File: src/rtl/core/ils_pkg.sv
// ============================================================================
// ils_pkg - shared types and constants for the indexed list store
// Capacity, word width, opcode and status codes, and the command and status
// structs that pass between the controller and the datapath.
// ============================================================================
package ils_pkg;

    // Storage geometry
    localparam int CAPACITY   = 16;
    localparam int DATA_WIDTH = 32;

    // Field widths fixed by the interface
    localparam int OPCODE_W = 3;
    localparam int VALUE_W  = 32;
    localparam int POS_W    = 5;
    localparam int STATUS_W = 2;

    // Entry count must hold CAPACITY itself
    localparam int COUNT_W = $clog2(CAPACITY + 1);
    // Width used when comparing a position against the count
    localparam int CMP_W   = (POS_W > COUNT_W) ? POS_W : COUNT_W;

    typedef enum logic [OPCODE_W-1:0] {
        OP_APPEND     = 3'd0,
        OP_INSERT     = 3'd1,
        OP_DELETE     = 3'd2,
        OP_SEARCH_ANY = 3'd3,
        OP_SEARCH_DUP = 3'd4
    } t_opcode;

    typedef enum logic [STATUS_W-1:0] {
        STS_OK      = 2'd0,
        STS_BAD_POS = 2'd1,
        STS_FULL    = 2'd2
    } t_status;

    // What the datapath does to the entry cells
    typedef enum logic [1:0] {
        WR_NONE   = 2'd0,
        WR_APPEND = 2'd1,
        WR_INSERT = 2'd2,
        WR_DELETE = 2'd3
    } t_write;

    // Which search result goes to the found flag
    typedef enum logic [1:0] {
        SR_NONE = 2'd0,
        SR_ANY  = 2'd1,
        SR_DUP  = 2'd2
    } t_search;

    typedef struct packed {
        logic    exec;
        t_write  wr;
        t_search srch;
        t_status status;
    } t_dp_cmd;

    typedef struct packed {
        logic full;
        logic ins_pos_ok;
        logic del_pos_ok;
    } t_dp_stat;

endpackage

File: src/rtl/core/ils_ctrl.sv
// ============================================================================
// ils_ctrl - controller for the indexed list store
// Runs the handshake on both channels, decodes the opcode against the
// datapath flags and issues one command per accepted request.
// ============================================================================
module ils_ctrl (
    input  logic                               i_clk,
    input  logic                               i_rst_n,
    input  logic                               i_in_valid,
    output logic                               o_in_ready,
    input  logic [ils_pkg::OPCODE_W-1:0]       i_opcode,
    output logic                               o_out_valid,
    input  logic                               i_out_ready,
    input  ils_pkg::t_dp_stat                  i_stat,
    output ils_pkg::t_dp_cmd                   o_cmd
);

    typedef enum logic [1:0] {
        ST_EMPTY = 2'b01,
        ST_HOLD  = 2'b10
    } t_state;

    t_state r_state;
    t_state n_state;
    logic   w_accept;

    // Take a new request whenever the result register is free or draining
    assign o_in_ready  = (r_state == ST_EMPTY) || i_out_ready;
    assign o_out_valid = (r_state == ST_HOLD);
    assign w_accept    = i_in_valid && o_in_ready;

    always_comb begin
        n_state = r_state;
        unique case (r_state)
            ST_EMPTY: begin
                if (w_accept) n_state = ST_HOLD;
            end
            ST_HOLD: begin
                if (i_out_ready && !w_accept) n_state = ST_EMPTY;
            end
            default: n_state = ST_EMPTY;
        endcase
    end

    always_ff @(posedge i_clk) begin
        if (!i_rst_n) begin
            r_state <= ST_EMPTY;
        end else begin
            r_state <= n_state;
        end
    end

    // Opcode decode: position is checked before fullness on insert
    always_comb begin
        o_cmd.exec   = w_accept;
        o_cmd.wr     = ils_pkg::WR_NONE;
        o_cmd.srch   = ils_pkg::SR_NONE;
        o_cmd.status = ils_pkg::STS_OK;
        unique case (ils_pkg::t_opcode'(i_opcode))
            ils_pkg::OP_APPEND: begin
                if (i_stat.full) o_cmd.status = ils_pkg::STS_FULL;
                else             o_cmd.wr     = ils_pkg::WR_APPEND;
            end
            ils_pkg::OP_INSERT: begin
                if (!i_stat.ins_pos_ok) o_cmd.status = ils_pkg::STS_BAD_POS;
                else if (i_stat.full)   o_cmd.status = ils_pkg::STS_FULL;
                else                    o_cmd.wr     = ils_pkg::WR_INSERT;
            end
            ils_pkg::OP_DELETE: begin
                if (!i_stat.del_pos_ok) o_cmd.status = ils_pkg::STS_BAD_POS;
                else                    o_cmd.wr     = ils_pkg::WR_DELETE;
            end
            ils_pkg::OP_SEARCH_ANY: o_cmd.srch = ils_pkg::SR_ANY;
            ils_pkg::OP_SEARCH_DUP: o_cmd.srch = ils_pkg::SR_DUP;
            // unused opcodes write nothing and report status ok
            default: ;
        endcase
    end

endmodule

File: src/rtl/core/ils_datapath.sv
// ============================================================================
// ils_datapath - entry cells, fill count and result register
// Each cell loads the new word, its lower or upper neighbor, or holds; all
// cells compare against the search word in parallel.
// ============================================================================
module ils_datapath (
    input  logic                               i_clk,
    input  logic                               i_rst_n,
    input  ils_pkg::t_dp_cmd                   i_cmd,
    input  logic [ils_pkg::VALUE_W-1:0]        i_value,
    input  logic [ils_pkg::POS_W-1:0]          i_position,
    output ils_pkg::t_dp_stat                  o_stat,
    output logic [ils_pkg::STATUS_W-1:0]       o_status,
    output logic                               o_found,
    output logic [ils_pkg::COUNT_W-1:0]        o_entry_count
);

    logic [ils_pkg::DATA_WIDTH-1:0] r_entries [ils_pkg::CAPACITY];
    logic [ils_pkg::COUNT_W-1:0]    r_fill;
    logic [ils_pkg::COUNT_W-1:0]    n_fill;
    ils_pkg::t_status               r_out_status;
    logic                           r_out_found;
    logic [ils_pkg::COUNT_W-1:0]    r_out_count;

    logic [ils_pkg::DATA_WIDTH-1:0] w_word;
    logic [ils_pkg::CMP_W-1:0]      w_pos;
    logic [ils_pkg::CMP_W-1:0]      w_fill;
    logic [ils_pkg::CAPACITY-1:0]   w_match;
    logic                           w_any;
    logic                           w_dup;
    logic                           w_found;

    assign w_word = i_value[ils_pkg::DATA_WIDTH-1:0];
    assign w_pos  = ils_pkg::CMP_W'(i_position);
    assign w_fill = ils_pkg::CMP_W'(r_fill);

    // Flags for the controller
    assign o_stat.full       = (r_fill == ils_pkg::COUNT_W'(ils_pkg::CAPACITY));
    assign o_stat.ins_pos_ok = (w_pos <= w_fill);
    assign o_stat.del_pos_ok = (w_pos < w_fill);

    // Entry cells
    genvar g;
    generate
        for (g = 0; g < ils_pkg::CAPACITY; g++) begin : g_cell
            localparam logic [ils_pkg::CMP_W-1:0] IDX = ils_pkg::CMP_W'(g);
            logic [ils_pkg::DATA_WIDTH-1:0] w_lower;
            logic [ils_pkg::DATA_WIDTH-1:0] w_upper;

            if (g == 0) begin : g_first
                assign w_lower = r_entries[g];
            end else begin : g_rest
                assign w_lower = r_entries[g-1];
            end
            if (g == ils_pkg::CAPACITY - 1) begin : g_last
                assign w_upper = r_entries[g];
            end else begin : g_inner
                assign w_upper = r_entries[g+1];
            end

            always_ff @(posedge i_clk) begin
                if (i_cmd.exec) begin
                    case (i_cmd.wr)
                        ils_pkg::WR_APPEND: begin
                            if (IDX == w_fill) r_entries[g] <= w_word;
                        end
                        ils_pkg::WR_INSERT: begin
                            if (IDX == w_pos)     r_entries[g] <= w_word;
                            else if (IDX > w_pos) r_entries[g] <= w_lower;
                        end
                        ils_pkg::WR_DELETE: begin
                            if (IDX >= w_pos) r_entries[g] <= w_upper;
                        end
                        default: ;
                    endcase
                end
            end

            // only valid entries take part in a search
            assign w_match[g] = (IDX < w_fill) && (r_entries[g] == w_word);
        end
    endgenerate

    // At least one and at least two hits
    assign w_any = |w_match;
    assign w_dup = |(w_match & (w_match - ils_pkg::CAPACITY'(1)));

    always_comb begin
        case (i_cmd.srch)
            ils_pkg::SR_ANY: w_found = w_any;
            ils_pkg::SR_DUP: w_found = w_dup;
            default:         w_found = 1'b0;
        endcase
    end

    // Fill count update
    always_comb begin
        case (i_cmd.wr)
            ils_pkg::WR_APPEND,
            ils_pkg::WR_INSERT: n_fill = r_fill + ils_pkg::COUNT_W'(1);
            ils_pkg::WR_DELETE: n_fill = r_fill - ils_pkg::COUNT_W'(1);
            default:            n_fill = r_fill;
        endcase
    end

    always_ff @(posedge i_clk) begin
        if (!i_rst_n) begin
            r_fill <= '0;
        end else if (i_cmd.exec) begin
            r_fill <= n_fill;
        end
    end

    // Result register
    always_ff @(posedge i_clk) begin
        if (i_cmd.exec) begin
            r_out_status <= i_cmd.status;
            r_out_found  <= w_found;
            r_out_count  <= n_fill;
        end
    end

    assign o_status      = r_out_status;
    assign o_found       = r_out_found;
    assign o_entry_count = r_out_count;

endmodule

File: src/rtl/core/indexed_list_store.sv
// ============================================================================
// indexed_list_store - fixed-capacity ordered list of data words
// Append, insert-at, delete-at and two searches over a register-cell store.
// ============================================================================
// Usage:
//   Requests arrive on i_in_valid / o_in_ready with i_opcode, i_value and
//   i_position; each request yields exactly one result on o_out_valid /
//   i_out_ready with o_status, o_found and o_entry_count.
//   The result of an accepted request is registered and is valid in the
//   cycle after acceptance. Throughput is one request per cycle while the
//   receiver takes each result, set by the update of the cell array (every
//   cell shifts or compares in parallel) and the one result register.
//   When the receiver stalls, the result is held and a new request is taken
//   only in the cycle the held result is taken, so at most one result waits.
//   Reset clears the entry count and drops any held result; the cells
//   themselves are not cleared and are never read beyond the count.
//   A full store drops appends and well-placed inserts with status full; a bad
//   position wins and is reported with status invalid position and changes nothing.
// ============================================================================
module indexed_list_store (
    input  logic                               i_clk,
    input  logic                               i_rst_n,
    input  logic                               i_in_valid,
    output logic                               o_in_ready,
    input  logic [ils_pkg::OPCODE_W-1:0]       i_opcode,
    input  logic [ils_pkg::VALUE_W-1:0]        i_value,
    input  logic [ils_pkg::POS_W-1:0]          i_position,
    output logic                               o_out_valid,
    input  logic                               i_out_ready,
    output logic [ils_pkg::STATUS_W-1:0]       o_status,
    output logic                               o_found,
    output logic [ils_pkg::COUNT_W-1:0]        o_entry_count
);

    ils_pkg::t_dp_cmd  w_cmd;
    ils_pkg::t_dp_stat w_stat;

    ils_ctrl u_ctrl (
        .i_clk       (i_clk),
        .i_rst_n     (i_rst_n),
        .i_in_valid  (i_in_valid),
        .o_in_ready  (o_in_ready),
        .i_opcode    (i_opcode),
        .o_out_valid (o_out_valid),
        .i_out_ready (i_out_ready),
        .i_stat      (w_stat),
        .o_cmd       (w_cmd)
    );

    ils_datapath u_datapath (
        .i_clk         (i_clk),
        .i_rst_n       (i_rst_n),
        .i_cmd         (w_cmd),
        .i_value       (i_value),
        .i_position    (i_position),
        .o_stat        (w_stat),
        .o_status      (o_status),
        .o_found       (o_found),
        .o_entry_count (o_entry_count)
    );

`ifndef SYNTHESIS
    // count never runs past capacity
    a_count_bound: assert property (@(posedge i_clk) disable iff (!i_rst_n)
        o_out_valid |-> (o_entry_count <= ils_pkg::COUNT_W'(ils_pkg::CAPACITY)))
        else $error("entry count above capacity");

    // an accepted request always shows a result next cycle
    a_result_follows: assert property (@(posedge i_clk) disable iff (!i_rst_n)
        (i_in_valid && o_in_ready) |=> o_out_valid)
        else $error("accepted request produced no result");

    // searches never fail and never change the count
    a_search_ok: assert property (@(posedge i_clk) disable iff (!i_rst_n)
        (i_in_valid && o_in_ready && o_out_valid &&
         (i_opcode == ils_pkg::OP_SEARCH_ANY || i_opcode == ils_pkg::OP_SEARCH_DUP))
        |=> (o_status == ils_pkg::STS_OK) && (o_entry_count == $past(o_entry_count)))
        else $error("search changed state or reported an error");

    // found is only raised by a search
    a_found_search_only: assert property (@(posedge i_clk) disable iff (!i_rst_n)
        (i_in_valid && o_in_ready &&
         i_opcode != ils_pkg::OP_SEARCH_ANY && i_opcode != ils_pkg::OP_SEARCH_DUP)
        |=> !o_found)
        else $error("found raised by a non-search request");
`endif

endmodule

File: config.mk
export PLATFORM = sky130hd
export DESIGN_NAME = indexed_list_store
export DESIGN_NICKNAME = d
export VERILOG_FILES = /design/src/rtl/core/ils_pkg.sv /design/src/rtl/core/ils_ctrl.sv /design/src/rtl/core/ils_datapath.sv /design/src/rtl/core/indexed_list_store.sv
export SDC_FILE = /design/constraint.sdc
export NUM_CORES = 2
export LEC_CHECK = 0
export BUFFER_PORTS_ARGS = -buffer_cell sky130_fd_sc_hd__buf_2
export CAP_MARGIN = 20
export CORE_MARGIN = 2
export CORE_UTILIZATION = 41
export DETAILED_ROUTE_END_ITERATION = 12
export GPL_ROUTABILITY_DRIVEN = 1
export PLACE_DENSITY = 0.62
export SYNTH_ARGS = -nofsm -noshare
export SYNTH_HDL_FRONTEND = slang
export SYNTH_SLANG_ARGS = --single-unit
File: constraint.sdc
create_clock -name i_clk -period 21.9 [get_ports i_clk]
set_input_delay 1.095 -clock i_clk [delete_from_list [all_inputs] [get_ports i_clk]]
set_output_delay 1.095 -clock i_clk [all_outputs]
set_load 0.03 [all_outputs]
Word level (Yosys, flattened, before mapping):

Memory sizes are Yosys's and may differ from the RTL's.
Index checks and enable logic that the tools add are counted.

* muxes and demuxes: 335
* reductions and logical operators: 27
* order comparisons: 50
* add/subtract/negate cells: 3
* equality and inequality tests: 60
* bitwise operators: 49

Operator list (number)
* two-way mux 32 bit: 48
* == test 32 bit: 16
* two-way mux 1 bit: 274
* == test 4 x 5 -> 1 bit, first input constant: 16
* bitwise OR 1 bit: 48
* == test 3 x 5 -> 1 bit, first input constant: 8
* >= comparator 4 x 5 -> 1 bit, first input constant: 8
* greater-than comparator 4 x 5 -> 1 bit, first input constant: 8
* less-than comparator 4 x 5 -> 1 bit, first input constant: 8
* OR reduction 16 bit: 2
* == test 2 x 5 -> 1 bit, first input constant: 4
* >= comparator 3 x 5 -> 1 bit, first input constant: 4
* greater-than comparator 3 x 5 -> 1 bit, first input constant: 4
* less-than comparator 3 x 5 -> 1 bit, first input constant: 4
* logical AND 1 bit: 18
* AND 16 bit: 1
* subtractor 16 x 1 -> 16 bit, second input constant: 1
* two-way mux 2 bit: 7
* one-hot mux 2 bit (3 select lines): 2
* == test 1 x 5 -> 1 bit, first input constant: 2
* >= comparator 1 x 5 -> 1 bit, first input constant: 2
* >= comparator 2 x 5 -> 1 bit, first input constant: 2
* greater-than comparator 1 x 5 -> 1 bit, first input constant: 2
* greater-than comparator 2 x 5 -> 1 bit, first input constant: 2
* 22 further kinds: 33

* logic and storage cells: 530
* memories kept: 1
* bits in registers: 15
* output and inout port bits: 10
* RAM bits: 512

Memory list
* u_datapath.r_entries: words 16, width 32, read ports 16, clocked after memory_dff 0, wr ports 16, RTL line ils_datapath.sv:18 `logic [ils_pkg::DATA_WIDTH-1:0] r_entries [ils_pkg::CAPACITY];`

Longest topological paths before layout:

* depth after elaboration: 11
* depth in mapped cells: 23
* mapped depth without buffers: 18

By module:

A second synthesis with hierarchy kept.

* cell total of the unflattened synthesis: 3175
* area total of the unflattened synthesis: 33824.9 um^2

Modules (own cells, without submodules)
* ils_datapath: cells an instance 3148, instances 1, area each 33631.0 um^2
* ils_ctrl: cells an instance 27, instances 1, area each 193.9 um^2

Worst setup path after synthesis:

Ideal clock, no wire load.

* path kind: input -> register
* from: in i_position[0] (netlist name)
* to: mem u_datapath.r_entries[0][100] (netlist name) (enable)
* data required time: 21367 ps
* arrival time: 7209 ps
* path slack: 14158 ps
* cell stages on the path: 14
* path through: buf_2 inv_1 ha_1 nor2b_1 o21a_1 o21a_1 o21ai_0 nand2b_1 a2111oi_0 ha_1 and3_1 clkbuf_1 nand3_1 o311ai_0

RTL lines
* from (decl): RTL line indexed_list_store.sv:27 `input logic [ils_pkg::POS_W-1:0] i_position,`
* to (decl): RTL line ils_datapath.sv:18

==> run_results.csv <==
group,metric,value,unit
synth,synth_seq_cells,527,
global_route,overflow,0,
detailed_routing,dr_total_vias,25500,
setup_path,critPathCaptureType,"flop",
worst_hold_path,hp-class,"reg2reg",
status,status,"completed",
detailed_routing,drt_iter0_drc,3509,
synth,synth_top_area_frac,0.467,
global_route,grt_antenna_before_repair,6,
synth,synth_compound_area_frac,0.0898,
power,p_int,1720,uW
power,p_clk_frac,0.415,
placed_design,place_area,34200,sq um
power,power_per_cell_area,63.5,nW/um^2
cells_and_area,fillers,7576,
clock_tree,root_buffer,"clkbuf_16",
synth,synth_fa_ha_area_frac,0.00558,
synth,synth_top_cell_by_area,"edfxtp_1",
timing,hold_viol,0,
floorplanning,initial_core_util,0.415,
timing,rsz0062_at_grt,"no",
setup_path,r2r_slack,15.18,ns
power,swShare,0.249,
cells_and_area,multi_input_area,16300,sq um
timing,fin_worst_skew,0.0284,ns
synth,yosys.area_share.xor_xnor,0.135,
clock_tree,cts.repair.resized,0,
power,leakage,0.0116,uW
synth,netlist_instances,3158,
synth,synth-simple-area-share,0.103,
detailed_routing,vias_per_cell,6.13,
placed_design,dp_hpwl,79100,um
timing,slew_viol_final,0,
synth,ys_async_sr_fraction,0,
global_route,grt_pass1_wl,170000,um
synth,ys_seq_area_frac,0.472,
clock_tree,cts_made_buffers,57,
timing,tns,0,ns
placed_design,place_ws,14.52,ns
global_route,grt_pass1_vias,24000,
power,power_frac_comb,0.093,
clock_tree,hold_buffers,0,
timing,slew_headroom,0.260,
timing,finalSetupViolations,0,
floorplanning,dieWidth,289,um
setup_path,crit_required,22.16,ns
synth,syn_nets,3216,
synth,synth-edff-count,520,
setup_path,startpoint_type,"input port",
detailed_routing,wl_per_cell,28.7,um
timing,whs,0.617,ns
timing,tightest_slew,1.11,ns
timing,fmax,149,MHz
setup_path,path_class,"in2reg",
detailed_routing,ant_nets,0,
cells_and_area,drive_gt1_frac,0.106,
clock_tree,clock_latency,0.63,ns
cells_and_area,nets,3115,
cells_and_area,final_util,0.448,
cells_and_area,regArea,15800,sq um
synth,ys.flop_type,"edfxtp_1",
timing,fin_ws,15.17,ns
clock_tree,post-cts-setup-buffers,0,
power,power_frac_seq,0.493,
synth,ys_top_cells_by_area,"edfxtp_1, mux2i_1, xnor2_1",
cells_and_area,stdcell_area,36100,sq um
floorplanning,core_area,80500,sq um
synth,ys_warn_count,0,
power,switchingPower,571,uW
floorplanning,dieArea,83800,sq um
synth,avgSynthCellArea,10.6,sq um
power,ir_drop,0.0557,mV
synth,synth_top_family_by_area,"multiplexers",
detailed_routing,wl,119000,um
clock_tree,clock-sinks,527,
placed_design,port_buffers,53,
clock_tree,ctsLongestPathBuffers,3,
timing,min_period,6.73,ns
clock_tree,tritoncts,"yes",
global_route,grt_max_degree,70,
detailed_routing,dr.pass1.iters,6,
placed_design,gp_congestion,0.913,
global_route,track_usage,0.280,
floorplanning,rows,104,
synth,yosysUniqueCellTypes,62,
synth,netlist_area,33400,sq um
synth,muxShareOfSynthArea,0.147,
floorplanning,die_height,289,um
setup_path,crit_arrival,6.99,ns
cells_and_area,syn_to_final_growth,8.08,%
run,drv_cap,0,
clock_tree,clk_pin_slew,0.06,ns
clock_tree,htree_levels,2,
setup_path,critPathMaxFanout,69,
floorplanning,io_pins,54,
timing,period_share,0.307,
detailed_routing,drc,0,
## cells in the final DEF (no fill, tap or decap), drive strengths merged, types with 3 or more instances in the layout
master and instances:
nor3 24, nor2 349, buf 133, edfxtp 520, o21ai 149, ha 14, a211oi 3, o31ai 4
nand2 162, and3 9, xnor2 314, o21a 3, or4 4, xor2 199, a31oi 4, inv 16
o22ai 38, or2 6, mux2i 417, diode 5, clkbuf 69, o2111ai 5, bufinv 4, a2111oi 4
clkinv 27, mux2 64, a21oi 339, nor2b 10, and2 3, nand2b 8, nand4 87, or3 3
nand3 24, nor4 57, dfxtp 7
## state kept, by name (all words and copies together) (netlist names)
signal                    flops
u_datapath.r_entries        512
u_datapath.o_entry_count      5
u_datapath.r_fill             5
u_ctrl.r_state                2
u_datapath.o_status           2
u_datapath.o_found            1
## worst paths after layout
check,from,to,cells past startpoint
worst min register to register,u_datapath.r_entries[0][210]$_DFFE_PP_,u_datapath.r_entries[0][178]$_DFFE_PP_,2
worst max-delay path,i_position[1],u_datapath.r_entries[0][19]$_DFFE_PP_,19
worst max register to register,u_datapath.r_fill[1]$_SDFFE_PN0P_,u_datapath.r_entries[0][19]$_DFFE_PP_,19
worst min-delay path,u_datapath.r_entries[0][210]$_DFFE_PP_,u_datapath.r_entries[0][178]$_DFFE_PP_,2
## cells by family after synthesis
| group | Yosys count |
|---|---|
| and+or+nand+nor | 751 |
| muxes | 481 |
| AOI/OAI and AO/OA | 564 |
| buffers and inverters | 307 |
| adders and majority gates | 15 |
| xor gates and xnor gates | 513 |
| DFF | 527 |
## cell usage after synthesis, types with 3 or more instances
cell type and instances:
edfxtp_1 520, mux2i_1 417, nor2_1 347, a21oi_1 337, xnor2_1 314, xor2_1 199, nand2_1 161, o21ai_0 134
clkbuf_1 106, buf_2 100, nand4_1 87, mux2_2 64, nor4_1 54, buf_4 48, o22ai_1 38, nand3_1 24
buf_6 23, nor3_1 21, buf_1 15, o21ai_1 15, ha_1 14, inv_1 14, nor2b_1 10, and3_1 9
nand2b_1 8, dfxtp_1 7, o2111ai_1 5, a31oi_1 4, o31ai_1 4, a2111oi_0 3, a211oi_1 3, and2_1 3
nor4_2 3, o21a_1 3, or2_2 3, or3_1 3, or4_1 3
## stage by stage
stage,instances,power (uW)
after floorplan,3158,1300
after global placement,4052,1350
after detailed placement,4052,1360
after CTS,4156,2290
after global routing,4165,2340
final,4167,2290
## layer usage
| metal | GRT usage | up-vias | wire length [um] |
|---|---|---|---|
| met5 | 0 | - | 0 |
| met4 | 0.106 | 0 | 4540 |
| met3 | 0.0619 | 254 | 12800 |
| met2 | 0.431 | 1482 | 53500 |
| met1 | 0.385 | 12600 | 48700 |
| li1 | - | 11200 | - |
## power groups by stage
stage / logic, uW / registers [uW] / clock network, uW
after floorplan: 151 / 1150 / 0
after global placement: 203 / 1150 / 0
after detailed placement: 207 / 1150 / 0
after CTS: 208 / 1130 / 954
after global routing: 227 / 1130 / 988
final: 212 / 1130 / 950
## worst max-delay path: stages
cell and delay [ns]:
buf_2 0.45, ha_1 0.34, nor2b_1 0.13, o21a_1 0.16, o21a_1 0.15, o21ai_0 0.21, nand2b_1 0.12, a2111oi_0 0.79
ha_1 0.45, and3_1 0.48, nand2_2 0.08, buf_4 0.35, or2_2 0.38, buf_4 0.33, nor2_4 0.15, buf_4 0.47
nor2_1 0.20, o32ai_4 0.15, buf_4 0.42
## cell type report
| cell class | count | share of cell area |
|---|---|---|
| antenna | 5 | 0.000347 |
| inverter | 14 | 0.00146 |
| sequential | 527 | 0.436 |
| clock inverter | 35 | 0.00769 |
| clock buffer | 69 | 0.0408 |
| tap | 1060 | 0.0367 |
| multi-input combinational | 2324 | 0.451 |
| timing repair buffer | 133 | 0.0261 |
No activity file was read; power rests on OpenSTA's default activity.
